## src/hw/rtl/mbed_pkg.sv

```systemverilog
// ----------------------------------------------------------------------------
// mbed_pkg
// Types and constants shared by the motion burst end detector.
// ----------------------------------------------------------------------------
package mbed_pkg;

    localparam int AXIS_W     = 16;
    localparam int SQSUM_W    = 32;
    localparam int RAD_W      = 40;
    localparam int MAG_W      = 20;
    localparam int REM_W      = 21;
    localparam int COUNT_W    = 11;
    localparam int RUN_W      = 8;
    localparam int THR_W      = 20;
    localparam int SETTLE_W   = 10;
    localparam int CFG_IDX_W  = 2;
    localparam int CFG_DATA_W = 20;
    localparam int AXES       = 3;
    localparam int ROOT_STEPS = 20;
    localparam int STEP_W     = 5;

    localparam logic [THR_W-1:0]    THR_RESET    = THR_W'(56);
    localparam logic [RUN_W-1:0]    RUN_RESET    = RUN_W'(5);
    localparam logic [SETTLE_W-1:0] SETTLE_RESET = SETTLE_W'(12);
    localparam logic [COUNT_W-1:0]  MAX_RESET    = COUNT_W'(256);
    localparam logic [RUN_W-1:0]    RUN_MAX      = '1;

    typedef enum logic [CFG_IDX_W-1:0] {
        CFG_NEAR_THRESHOLD = 2'd0,
        CFG_REQUIRED_RUN   = 2'd1,
        CFG_SETTLE_SAMPLES = 2'd2,
        CFG_MAX_SAMPLES    = 2'd3
    } cfg_index_t;

    typedef struct packed {
        logic signed [AXIS_W-1:0] accel_x;
        logic signed [AXIS_W-1:0] accel_y;
        logic signed [AXIS_W-1:0] accel_z;
        logic                     start_capture;
    } sample_t;

    typedef struct packed {
        logic [MAG_W-1:0]   magnitude;
        logic [COUNT_W-1:0] sample_number;
        logic               wave_end;
        logic               capture_full;
    } result_t;

    typedef struct packed {
        logic [THR_W-1:0]    near_threshold;
        logic [RUN_W-1:0]    required_run;
        logic [SETTLE_W-1:0] settle_samples;
        logic [COUNT_W-1:0]  max_samples;
    } cfg_t;

    typedef struct packed {
        logic accept;
        logic clear;
        logic sum_en;
        logic commit;
    } win_ctrl_t;

endpackage

```

## src/hw/rtl/mbed_stream_if.sv

```systemverilog
// ----------------------------------------------------------------------------
// mbed_stream_if
// Valid/ready channel carrying one payload beat per handshake.
// ----------------------------------------------------------------------------
interface mbed_stream_if #(
    parameter type T = logic
) ();

    logic valid;
    logic ready;
    T     data;

    modport source (output valid, output data, input ready);
    modport sink   (input valid, input data, output ready);

endinterface

```

## src/hw/rtl/motion_burst_end_detector.sv

```systemverilog
// ----------------------------------------------------------------------------
// motion_burst_end_detector
// Three-axis sample in, magnitude and end-of-wave flags out.
// ----------------------------------------------------------------------------
// One sample is taken at a time and each gives exactly one result beat.
// From acceptance to the next acceptance a sample goes through these steps:
// the axes are squared one at a time on one shared 16x16 multiplier, the
// square root runs two radicand bits per cycle, the root is handed over
// through a register, the rolling window is updated and the wave end is
// decided, and the idle state takes the next sample. The
// finished result waits in an output register, so the next sample starts
// while it is still waiting; a sample finishing before the previous result
// is taken holds until that beat goes. start_capture clears the window,
// the sum, the run and the sample count before its own sample is counted.
// Configuration writes are meant for idle periods only.
module motion_burst_end_detector #(
    parameter int WINDOW_DEPTH = 8
) (
    input  logic                              clk,
    input  logic                              rst_n,
    input  logic                              cfg_write,
    input  logic [mbed_pkg::CFG_IDX_W-1:0]    cfg_index,
    input  logic [mbed_pkg::CFG_DATA_W-1:0]   cfg_data,
    mbed_stream_if.sink                       samples,
    mbed_stream_if.source                     results
);

    typedef enum logic [3:0] {
        ST_IDLE = 4'b0001,
        ST_MAG  = 4'b0010,
        ST_SUM  = 4'b0100,
        ST_CMP  = 4'b1000
    } top_state_t;

    top_state_t                  state_reg, state_next;
    mbed_pkg::cfg_t              cfg_reg;
    mbed_pkg::result_t           result_reg;
    logic                        out_valid_reg;

    mbed_pkg::sample_t           sample;
    mbed_pkg::result_t           win_result;
    mbed_pkg::win_ctrl_t         ctrl;
    logic [mbed_pkg::MAG_W-1:0]  magnitude;
    logic                        mag_done;
    logic                        accept;
    logic                        can_load;

    assign sample   = samples.data;
    assign accept   = samples.valid && samples.ready;
    assign can_load = !out_valid_reg || results.ready;

    assign samples.ready = (state_reg == ST_IDLE);
    assign results.valid = out_valid_reg;
    assign results.data  = result_reg;

    assign ctrl.accept = accept;
    assign ctrl.clear  = sample.start_capture;
    assign ctrl.sum_en = (state_reg == ST_SUM);
    assign ctrl.commit = (state_reg == ST_CMP) && can_load;

    mbed_mag u_mag (
        .clk       (clk),
        .rst_n     (rst_n),
        .start     (accept),
        .accel_x   (sample.accel_x),
        .accel_y   (sample.accel_y),
        .accel_z   (sample.accel_z),
        .done      (mag_done),
        .magnitude (magnitude)
    );

    mbed_window #(
        .WINDOW_DEPTH (WINDOW_DEPTH)
    ) u_window (
        .clk       (clk),
        .rst_n     (rst_n),
        .ctrl      (ctrl),
        .cfg       (cfg_reg),
        .magnitude (magnitude),
        .result    (win_result)
    );

    always_comb
    begin
        state_next = state_reg;
        unique case (state_reg)
            ST_IDLE:
            begin
                if (accept)
                begin
                    state_next = ST_MAG;
                end
            end
            ST_MAG:
            begin
                if (mag_done)
                begin
                    state_next = ST_SUM;
                end
            end
            ST_SUM:
            begin
                state_next = ST_CMP;
            end
            ST_CMP:
            begin
                if (can_load)
                begin
                    state_next = ST_IDLE;
                end
            end
            default:
            begin
                state_next = ST_IDLE;
            end
        endcase
    end

    always_ff @(posedge clk or negedge rst_n)
    begin
        if (!rst_n)
        begin
            state_reg     <= ST_IDLE;
            out_valid_reg <= 1'b0;
        end
        else
        begin
            state_reg <= state_next;
            if (ctrl.commit)
            begin
                out_valid_reg <= 1'b1;
            end
            else if (results.ready)
            begin
                out_valid_reg <= 1'b0;
            end
        end
    end

    always_ff @(posedge clk)
    begin
        if (ctrl.commit)
        begin
            result_reg <= win_result;
        end
    end

    // configuration registers
    always_ff @(posedge clk or negedge rst_n)
    begin
        if (!rst_n)
        begin
            cfg_reg.near_threshold <= mbed_pkg::THR_RESET;
            cfg_reg.required_run   <= mbed_pkg::RUN_RESET;
            cfg_reg.settle_samples <= mbed_pkg::SETTLE_RESET;
            cfg_reg.max_samples    <= mbed_pkg::MAX_RESET;
        end
        else if (cfg_write)
        begin
            unique case (mbed_pkg::cfg_index_t'(cfg_index))
                mbed_pkg::CFG_NEAR_THRESHOLD:
                begin
                    cfg_reg.near_threshold <= cfg_data[mbed_pkg::THR_W-1:0];
                end
                mbed_pkg::CFG_REQUIRED_RUN:
                begin
                    cfg_reg.required_run <= cfg_data[mbed_pkg::RUN_W-1:0];
                end
                mbed_pkg::CFG_SETTLE_SAMPLES:
                begin
                    cfg_reg.settle_samples <= cfg_data[mbed_pkg::SETTLE_W-1:0];
                end
                mbed_pkg::CFG_MAX_SAMPLES:
                begin
                    cfg_reg.max_samples <= cfg_data[mbed_pkg::COUNT_W-1:0];
                end
                default:
                begin
                    cfg_reg <= cfg_reg;
                end
            endcase
        end
    end

endmodule

```

## src/hw/rtl/mbed_ram.sv

```systemverilog
// ----------------------------------------------------------------------------
// mbed_ram
// Generic simple dual-port RAM, one write port, one registered read port.
// ----------------------------------------------------------------------------
module mbed_ram #(
    parameter int WIDTH = 8,
    parameter int DEPTH = 8
) (
    input  logic                     clk,
    input  logic                     wr_en,
    input  logic [$clog2(DEPTH)-1:0] wr_addr,
    input  logic [WIDTH-1:0]         wr_data,
    input  logic                     rd_en,
    input  logic [$clog2(DEPTH)-1:0] rd_addr,
    output logic [WIDTH-1:0]         rd_data
);

    logic [WIDTH-1:0] mem [DEPTH];
    logic [WIDTH-1:0] rd_data_reg;

    always_ff @(posedge clk)
    begin
        if (wr_en)
        begin
            mem[wr_addr] <= wr_data;
        end
        if (rd_en)
        begin
            rd_data_reg <= mem[rd_addr];
        end
    end

    assign rd_data = rd_data_reg;

endmodule

```

## src/hw/rtl/mbed_mag.sv

```systemverilog
// ----------------------------------------------------------------------------
// mbed_mag
// Vector magnitude in Q16.4: one axis squared per cycle, then a
// radix-2 restoring square root taking two radicand bits per cycle.
// ----------------------------------------------------------------------------
module mbed_mag (
    input  logic                                clk,
    input  logic                                rst_n,
    input  logic                                start,
    input  logic signed [mbed_pkg::AXIS_W-1:0]  accel_x,
    input  logic signed [mbed_pkg::AXIS_W-1:0]  accel_y,
    input  logic signed [mbed_pkg::AXIS_W-1:0]  accel_z,
    output logic                                done,
    output logic [mbed_pkg::MAG_W-1:0]          magnitude
);

    typedef enum logic [2:0] {
        ST_IDLE   = 3'b001,
        ST_SQUARE = 3'b010,
        ST_ROOT   = 3'b100
    } mag_state_t;

    localparam int AXES_W = mbed_pkg::AXES * mbed_pkg::AXIS_W;

    mag_state_t                        state_reg, state_next;
    logic [mbed_pkg::STEP_W-1:0]       step_reg, step_next;
    logic [AXES_W-1:0]                 axes_reg, axes_next;
    logic [mbed_pkg::RAD_W-1:0]        rad_reg, rad_next;
    logic [mbed_pkg::REM_W-1:0]        rem_reg, rem_next;
    logic [mbed_pkg::MAG_W-1:0]        root_reg, root_next;
    logic                              done_reg, done_next;

    logic signed [mbed_pkg::AXIS_W-1:0]    axis;
    logic signed [2*mbed_pkg::AXIS_W-1:0]  square;
    logic [mbed_pkg::SQSUM_W-1:0]          sqsum;
    logic [mbed_pkg::REM_W+1:0]            cand;
    logic [mbed_pkg::REM_W+1:0]            trial;

    assign axis   = axes_reg[AXES_W-1 -: mbed_pkg::AXIS_W];
    assign square = axis * axis;
    assign sqsum  = rad_reg[mbed_pkg::RAD_W-1 -: mbed_pkg::SQSUM_W]
                    + mbed_pkg::SQSUM_W'(unsigned'(square));
    assign cand   = {rem_reg, rad_reg[mbed_pkg::RAD_W-1 -: 2]};
    assign trial  = {1'b0, root_reg, 2'b01};

    always_comb
    begin
        state_next = state_reg;
        step_next  = step_reg;
        axes_next  = axes_reg;
        rad_next   = rad_reg;
        rem_next   = rem_reg;
        root_next  = root_reg;
        done_next  = 1'b0;
        unique case (state_reg)
            ST_IDLE:
            begin
                if (start)
                begin
                    axes_next  = {accel_x, accel_y, accel_z};
                    rad_next   = '0;
                    rem_next   = '0;
                    root_next  = '0;
                    step_next  = '0;
                    state_next = ST_SQUARE;
                end
            end
            ST_SQUARE:
            begin
                rad_next  = {sqsum, 8'b0};
                axes_next = {axes_reg[AXES_W-mbed_pkg::AXIS_W-1:0],
                             {mbed_pkg::AXIS_W{1'b0}}};
                if (step_reg == mbed_pkg::STEP_W'(mbed_pkg::AXES - 1))
                begin
                    step_next  = '0;
                    state_next = ST_ROOT;
                end
                else
                begin
                    step_next = step_reg + 1'b1;
                end
            end
            ST_ROOT:
            begin
                rad_next = {rad_reg[mbed_pkg::RAD_W-3:0], 2'b00};
                if (cand >= trial)
                begin
                    rem_next  = mbed_pkg::REM_W'(cand - trial);
                    root_next = {root_reg[mbed_pkg::MAG_W-2:0], 1'b1};
                end
                else
                begin
                    rem_next  = mbed_pkg::REM_W'(cand);
                    root_next = {root_reg[mbed_pkg::MAG_W-2:0], 1'b0};
                end
                if (step_reg == mbed_pkg::STEP_W'(mbed_pkg::ROOT_STEPS - 1))
                begin
                    step_next  = '0;
                    done_next  = 1'b1;
                    state_next = ST_IDLE;
                end
                else
                begin
                    step_next = step_reg + 1'b1;
                end
            end
            default:
            begin
                state_next = ST_IDLE;
            end
        endcase
    end

    always_ff @(posedge clk or negedge rst_n)
    begin
        if (!rst_n)
        begin
            state_reg <= ST_IDLE;
            step_reg  <= '0;
            done_reg  <= 1'b0;
        end
        else
        begin
            state_reg <= state_next;
            step_reg  <= step_next;
            done_reg  <= done_next;
        end
    end

    always_ff @(posedge clk)
    begin
        axes_reg <= axes_next;
        rad_reg  <= rad_next;
        rem_reg  <= rem_next;
        root_reg <= root_next;
    end

    assign done      = done_reg;
    assign magnitude = root_reg;

endmodule

```

## src/hw/rtl/mbed_window.sv

```systemverilog
// ----------------------------------------------------------------------------
// mbed_window
// Capture bookkeeping: sample count, rolling window with running sum,
// near-average run counter and the end-of-wave decision.
// ----------------------------------------------------------------------------
module mbed_window #(
    parameter int WINDOW_DEPTH = 8
) (
    input  logic                        clk,
    input  logic                        rst_n,
    input  mbed_pkg::win_ctrl_t         ctrl,
    input  mbed_pkg::cfg_t              cfg,
    input  logic [mbed_pkg::MAG_W-1:0]  magnitude,
    output mbed_pkg::result_t           result
);

    localparam int PTR_W = $clog2(WINDOW_DEPTH);
    localparam int SUM_W = mbed_pkg::MAG_W + PTR_W;

    logic [mbed_pkg::COUNT_W-1:0] count_reg;
    logic [mbed_pkg::COUNT_W-1:0] count1_reg;
    logic [PTR_W-1:0]             ptr_reg;
    logic [SUM_W-1:0]             sum_reg;
    logic [SUM_W-1:0]             sum_new_reg;
    logic [SUM_W-1:0]             scaled_reg;
    logic [mbed_pkg::RUN_W-1:0]   run_reg;
    logic [WINDOW_DEPTH-1:0]      valid_reg;

    logic [mbed_pkg::MAG_W-1:0]   rd_data;
    logic [mbed_pkg::MAG_W-1:0]   old_mag;
    logic [SUM_W-1:0]             diff;
    logic [SUM_W-1:0]             thr_scaled;
    logic [mbed_pkg::RUN_W-1:0]   run_next;
    logic                         detect;
    logic                         near;
    logic                         wave_end;
    logic                         full;
    logic                         ram_we;

    mbed_ram #(
        .WIDTH (mbed_pkg::MAG_W),
        .DEPTH (WINDOW_DEPTH)
    ) u_store (
        .clk     (clk),
        .wr_en   (ram_we),
        .wr_addr (ptr_reg),
        .wr_data (magnitude),
        .rd_en   (ctrl.accept),
        .rd_addr (ptr_reg),
        .rd_data (rd_data)
    );

    assign old_mag    = valid_reg[ptr_reg] ? rd_data : '0;
    assign detect     = count1_reg > mbed_pkg::COUNT_W'(cfg.settle_samples);
    assign diff       = (scaled_reg >= sum_new_reg) ? scaled_reg - sum_new_reg
                                                    : sum_new_reg - scaled_reg;
    assign thr_scaled = SUM_W'(cfg.near_threshold) * SUM_W'(WINDOW_DEPTH);
    assign near       = diff < thr_scaled;
    assign run_next   = !near ? '0
                      : (run_reg == mbed_pkg::RUN_MAX) ? run_reg : run_reg + 1'b1;
    assign wave_end   = detect && (run_next >= cfg.required_run);
    assign full       = count1_reg >= cfg.max_samples;
    assign ram_we     = ctrl.commit && detect;

    always_ff @(posedge clk or negedge rst_n)
    begin
        if (!rst_n)
        begin
            count_reg <= '0;
            ptr_reg   <= '0;
            sum_reg   <= '0;
            run_reg   <= '0;
            valid_reg <= '0;
        end
        else if ((ctrl.accept && ctrl.clear) || (ctrl.commit && (wave_end || full)))
        begin
            count_reg <= '0;
            ptr_reg   <= '0;
            sum_reg   <= '0;
            run_reg   <= '0;
            valid_reg <= '0;
        end
        else if (ctrl.commit)
        begin
            count_reg <= count1_reg;
            if (detect)
            begin
                sum_reg            <= sum_new_reg;
                run_reg            <= run_next;
                valid_reg[ptr_reg] <= 1'b1;
                ptr_reg            <= (ptr_reg == PTR_W'(WINDOW_DEPTH - 1))
                                      ? '0 : ptr_reg + 1'b1;
            end
        end
    end

    always_ff @(posedge clk)
    begin
        if (ctrl.sum_en)
        begin
            count1_reg  <= count_reg + 1'b1;
            sum_new_reg <= sum_reg - SUM_W'(old_mag) + SUM_W'(magnitude);
            scaled_reg  <= SUM_W'(magnitude) * SUM_W'(WINDOW_DEPTH);
        end
    end

    assign result.magnitude     = magnitude;
    assign result.sample_number = count1_reg;
    assign result.wave_end      = wave_end;
    assign result.capture_full  = full;

endmodule
```

## src/flat_wrapper.sv

```systemverilog
// flat-port wrapper written by rule: the top's interface ports become plain ports
module motion_burst_end_detector_flat 
#(
    parameter int WINDOW_DEPTH = 8
)
  (clk, rst_n, cfg_write, cfg_index, cfg_data, samples_valid, samples_data, samples_ready, results_valid, results_data, results_ready);
  mbed_stream_if samples_i ();
  mbed_stream_if results_i ();
  input  logic clk;
  input  logic rst_n;
  input  logic cfg_write;
  input  logic [mbed_pkg::CFG_IDX_W-1:0] cfg_index;
  input  logic [mbed_pkg::CFG_DATA_W-1:0] cfg_data;
  input wire logic [$bits(samples_i.valid)-1:0] samples_valid;
  input wire logic [$bits(samples_i.data)-1:0] samples_data;
  output wire logic [$bits(samples_i.ready)-1:0] samples_ready;
  output wire logic [$bits(results_i.valid)-1:0] results_valid;
  output wire logic [$bits(results_i.data)-1:0] results_data;
  input wire logic [$bits(results_i.ready)-1:0] results_ready;
  assign samples_i.valid = samples_valid;
  assign samples_i.data = samples_data;
  assign samples_ready = samples_i.ready;
  assign results_valid = results_i.valid;
  assign results_data = results_i.data;
  assign results_i.ready = results_ready;
  motion_burst_end_detector #(.WINDOW_DEPTH(WINDOW_DEPTH)) u_core (.clk(clk), .rst_n(rst_n), .cfg_write(cfg_write), .cfg_index(cfg_index), .cfg_data(cfg_data), .samples(samples_i), .results(results_i));
endmodule
```

## config.mk

```make
export PLATFORM = sky130hd
export DESIGN_NAME = motion_burst_end_detector_flat
export DESIGN_NICKNAME = d
export VERILOG_FILES = /design/src/hw/rtl/mbed_pkg.sv /design/src/hw/rtl/mbed_stream_if.sv /design/src/hw/rtl/motion_burst_end_detector.sv /design/src/hw/rtl/mbed_ram.sv /design/src/hw/rtl/mbed_mag.sv /design/src/hw/rtl/mbed_window.sv /design/src/flat_wrapper.sv
export SDC_FILE = /design/constraint.sdc
export NUM_CORES = 1
export LEC_CHECK = 0
export BUFFER_PORTS_ARGS = -buffer_cell sky130_fd_sc_hd__buf_2
export CORE_MARGIN = 2
export CORE_UTILIZATION = 58
export DETAILED_ROUTE_END_ITERATION = 8
export PLACE_DENSITY = 0.74
export SLEW_MARGIN = 20
export SYNTH_ARGS = -nofsm -noshare
export SYNTH_HDL_FRONTEND = slang
export SYNTH_HIERARCHICAL = 1
export SYNTH_SLANG_ARGS = --single-unit
```

## constraint.sdc

```tcl
create_clock -name clk -period 7.45 [get_ports clk]
set_input_delay 0.745 -clock clk [delete_from_list [all_inputs] [get_ports clk]]
set_output_delay 0.745 -clock clk [all_outputs]
set_load 0.02 [all_outputs]
```

Yosys cells after proc, flatten, opt, wreduce, memory -nomap -nowiden --
Memories as Yosys holds them, arrays and structs flattened. A register that Yosys moved wholly into a read port is not among the register bits. Cells that the tools add are included.
Word-level totals: memory bits (read-only) 0, latch bits 0, register bits after elaboration 300, bits in writable memories 160, output and inout bits 3, memories 1
Memories:
- u_core.u_window.u_store.mem | depth 8, width 20, rd ports 1, clocked after Yosys merged registers in 1, write ports 1, RTL line mbed_ram.sv:18 | logic [WIDTH-1:0] mem [DEPTH];
Cells by class: shift-type cells 0, reductions and logical operators 28, multipliers 1, add/sub/neg operators 10, mux-type cells 51, equal/unequal tests 20, bitwise gates (word level) 1, div/mod/pow operators 0, order comparisons 8
Operator list (number):
- $pmux 40 s3 | 1
- $pmux 48 s2 | 1
- $mux 23 | 4
- $mux 8 | 8
- $mux 48 | 1
- $sub 23x23->23 | 2
- $mux 21 | 2
- $pmux 21 s2 | 1
- $mux 20 | 2
- $mux 40 | 1
- $pmux 20 s2 | 1
- $add 32x32->32 | 1
- $mul 16x16->32 | 1
- $add 23x20->23 | 1
- $ge 23x22->1 | 1
- $ge 23x23->1 | 1
- $lt 23x23->1 | 1
- $sub 23x20->23 | 1
- $mux 11 | 2
- $mux 3 | 7
- $sub 21x21->21 | 1
- $pmux 4 s4 | 1
- $reduce_and 2->1 | 8
- $mux 5 | 3
- 37 further kinds | 66

Depth between registers and ports, before layout --
word-level depth 11, gate-level depth with buffers 34, depth with buffers taken out 30

By module --
The synthesis kept the hierarchy.
By module, submodules not included:
- mbed_mag | cells an instance 1671, times used 1, area each 16459.5 µm²
- mbed_window | cells an instance 1106, times used 1, area each 9491.6 µm²
- mbed_ram | cells an instance 264, times used 1, area each 6812.8 µm²
- motion_burst_end_detector | cells an instance 134, times used 1, area each 2135.8 µm²

Worst setup path after synthesis --
Ideal clock, no wire load.
kind register to register, from register u_core.u_mag.axes_reg[47], to register u_core/u_mag/rad_reg[39] (netlist bit), data pin, buffers on the path 2, arrival 6.417 ns, cell stages (with the launch flop) 23, library setup time 0.266 ns, data required time 7.184 ns, setup slack 0.766 ns, clock period less this slack 6.684 ns, path through edfxtp_1 > clkbuf_1 > clkbuf_1 > and2_1 > fa_1 > inv_1 > fa_1 > fa_1 > inv_1 > fa_1 > fa_1 > inv_1 > fa_1 > inv_1 > ha_1 > inv_1 > or3_1 > a211o_1 > a221oi_2 > a221oi_1 > o41a_1 > xnor2_1 > o21ai_0
Between the ends: word-level cells in the longest chain between the ends 3
RTL lines:
- from (decl) | RTL line mbed_mag.sv:27 | logic [AXES_W-1:0] axes_reg, axes_next;
- from (signal assigned) | RTL line mbed_mag.sv:132 | axes_reg <= axes_next;
- $mul 16x16->32 | RTL line mbed_mag.sv:40 | assign square = axis * axis;
- $add 32x32->32 | RTL line mbed_mag.sv:42 | + mbed_pkg::SQSUM_W'(unsigned'(square));
- $pmux 40 s3 | RTL line mbed_mag.sv:55 | unique case (state_reg)
- named net u_core.u_mag.rad_next, one bit | RTL line mbed_mag.sv:28 | logic [mbed_pkg::RAD_W-1:0] rad_reg, rad_next;
- to (signal assigned) | RTL line mbed_mag.sv:133 | rad_reg <= rad_next;
- to (decl) | RTL line mbed_mag.sv:28
The timed path passes the listed nets, and every way through them passes these cells. A chain may end at the register's enable or synchronous reset.

Final worst setup path --
from register u_core.u_window.scaled_reg[3], to register u_core/u_window/run_reg[3] (netlist bit)
Between the ends: word-level cells in the longest chain between the ends 11, elaborated cells on any way between the ends 17, classes of those cells 2 x add/sub; 3 x order compare; 5 x mux; 7 x reduce/logical
RTL lines:
- from (decl) | RTL line mbed_window.sv:25 | logic [SUM_W-1:0] scaled_reg;
- from (signal assigned) | RTL line mbed_window.sv:103 | scaled_reg <= SUM_W'(magnitude) * SUM_W'(WINDOW_DEPTH);
- $sub 23x23->23 (tied with other cells) | RTL line mbed_window.sv:56 | : sum_new_reg - scaled_reg;
- $mux 23 (*) | RTL line mbed_window.sv:55 | assign diff = (scaled_reg >= sum_new_reg) ? scaled_reg - sum_new_reg
- $lt 23x23->1 (*) | RTL line mbed_window.sv:58 | assign near = diff < thr_scaled;
- $mux 8 (*) | RTL line mbed_window.sv:59 | assign run_next = !near ? '0
- $ge 8x8->1 | RTL line mbed_window.sv:61 | assign wave_end = detect && (run_next >= cfg.required_run);
- $logic_and 1x1->1 | RTL line mbed_window.sv:61
- $logic_or 1x1->1 | RTL line mbed_window.sv:75 | else if ((ctrl.accept && ctrl.clear) || (ctrl.commit && (wave_end || full)))
- $logic_and 1x1->1 | RTL line mbed_window.sv:75
- $logic_or 1x1->1 | RTL line mbed_window.sv:75
- $reduce_bool 2->1 (no line)
- $reduce_and 2->1 (no line)
- to (signal assigned) | RTL line mbed_window.sv:89 | run_reg <= run_next;
- to (decl) | RTL line mbed_window.sv:26 | logic [mbed_pkg::RUN_W-1:0] run_reg;
Every way passes the cells marked *; elsewhere a longest branch is shown, timed or not. The select of a mux whose other input is x is not followed.

==> metrics <==
status finished clean; reg2reg end u_core/u_window/run_reg[3]$_DFFE_PN0P_; final setup violation count 0; crit share post-route 94.7%; H-tree depth 2; Die X-Extent 249 µm; die height 249 µm; Worst Path Max Fanout 18; Slew Viols, Final 0; Final Hold Vio Count 0; Worst slew margin 44.8%; die outline area 61900 µm²; clk buf depth 3; Worst Tran Pin Value 828 ps; DR iter-0 viols 1391; nets 3810; worst skew pair latency 610 ps; DR vias/cell 5.58; first-pass GRT wire length 122000 µm; ant diodes 0; reg2reg start u_core/u_window/scaled_reg[3]$_DFFE_PP_; CTS tree built; final instance area 37700 µm²; final RePlAce weighted congestion 0.912; Sequential Area 13600 µm²; Core Region 59100 µm²; final wirelength 73700 µm; DR pass1 iterations 5; clock skew 27.9 ps; number of routed nets with antenna violations 0; final non-filler cell total 4061; number of buffers created by CTS 50; max reg flops 160; CP bufs+invs 0; Tot GR Track Use 24.5%; Max stage delay on crit path 580 ps; placed cells 3965; DP Area 36100 µm²; drt wl/cell 18.1 µm; row count 89; R2R cell count 27; area grow syn2layout 8.59%; I/O pins 31; CP max-delay cell or4_1; max_cap viols 0; HPWL Detailed 55400 µm; Setup TNS 0 ps; total gr overflow 0; number of remaining DRC errors 0; Layout Utilization 63.8%; multi-input logic area 18900 µm²; Sinks on Clock Net 472; Ys Warns 6; Tmin final 7060 ps; Worst Path Required 7960 ps; Starting Density 58.8%; share of layout cells above drive strength 1 9.28%; Post-Syn Area 34700 µm²; largest net degree at the start of global routing 77; Arrival @ worst endpoint 7570 ps; critical path's top delay family simple AND/OR/NAND/NOR gates; Syn Inst Count 3154; antenna violations before repair 0; via count 22700; Root Driver clkbuf_16; post-synthesis average cell area 11.0 µm²; # port buffers 30; vias in the first global route 24100; kind of critical path register to register; r2r setup slk 390 ps; FMAX 0.142 GHz; Crit. End Element register; Fillers 4491; Critical Path Start Type register; HP Class input pin to asynchronous set/reset pin; Clock transition at path regs 60 ps
==> through the flow <==
step,setup slack [ps],hold slack [ps]
2_1_floorplan,766,448
3_3_place_gp,287,463
3_5_place_dp,133,474
4_1_cts,116,209
5_1_grt,-51.8,247
6_report,392,211
==> layout by cell type, fill, tap and decap left out, types with 15 or more instances in the layout <==
master	count
a21oi_1	122
nor2_1	124
ha_1	248
xor2_1	23
o21a_1	19
nor2b_1	28
nand4_1	15
nand3_1	38
nor3_1	33
buf_4	63
dfrtp_1	104
buf_2	29
conb_1	48
clkbuf_16	51
o21ai_0	121
xnor2_1	81
edfxtp_1	356
a21o_1	36
fa_1	284
nand2b_1	26
mux2_2	69
inv_1	564
a31oi_1	19
and2_1	99
o31ai_1	15
nand2_1	331
mux2i_1	27
mux4_1	40
==> worst register-to-register path: cells and delay by family, from the launching register on <==
kind	cells	cell delay [ps]
xor+xnor	1	100
fa+ha+maj	3	820
compound gates	12	2400
flops	1	400
simple gates	11	3270
==> routing by layer <==
layer | GRT usage (%) | share of wire [%] | vias up
li1 | - | - | 10700
met1 | 31.4 | 42 | 11300
met4 | 6.61 | 2.3 | 0
met3 | 3.80 | 5.2 | 101
met5 | 0 | 0 | -
met2 | 43.3 | 51 | 574
==> layout make-up <==
type | instances | share of cell area (%)
clock buffers | 61 | 3.48
flip-flops and latches | 472 | 36.1
clock inverters | 31 | 0.534
multi-input cells | 2066 | 50.0
well taps | 773 | 2.56
inverters | 564 | 5.61
repair buffers | 94 | 1.74
==> worst max path at each step <==
stage | startpoint | to | slack, ps | cells after the start
6_report | u_core/u_window/scaled_reg[3]$_DFFE_PP_ | u_core/u_window/run_reg[3]$_DFFE_PN0P_ | 390 | 27
3_5_place_dp | u_core/u_mag/axes_reg[47]$_DFFE_PP_ | u_core/u_mag/rad_reg[38]$_DFFE_PP_ | 130 | 19
4_1_cts | u_core/u_mag/axes_reg[47]$_DFFE_PP_ | u_core/u_mag/rad_reg[38]$_DFFE_PP_ | 120 | 19
5_1_grt | u_core/u_window/sum_new_reg[9]$_DFFE_PP_ | u_core/u_window/run_reg[1]$_DFFE_PN0P_ | -50 | 29
2_1_floorplan | u_core/u_mag/axes_reg[47]$_DFFE_PP_ | u_core/u_mag/rad_reg[39]$_DFFE_PP_ | 770 | 22
3_3_place_gp | u_core/u_mag/axes_reg[47]$_DFFE_PP_ | u_core/u_mag/rad_reg[38]$_DFFE_PP_ | 290 | 19
==> what timing repair did <==
| item | in CTS | in global routing |
|---|---|---|
| hold buffers | 0 | 0 |
| setup buffers | 0 | 3 |
| hold endpoints to repair | 0 | 0 |
| gates resized for setup | 0 | 10 |
| endpoints found under the setup margin | 0 | 22 |
Power is left out: the tool's default activity adds up to more than one toggle a clock period on the data nets, which glitch-free logic cannot reach.
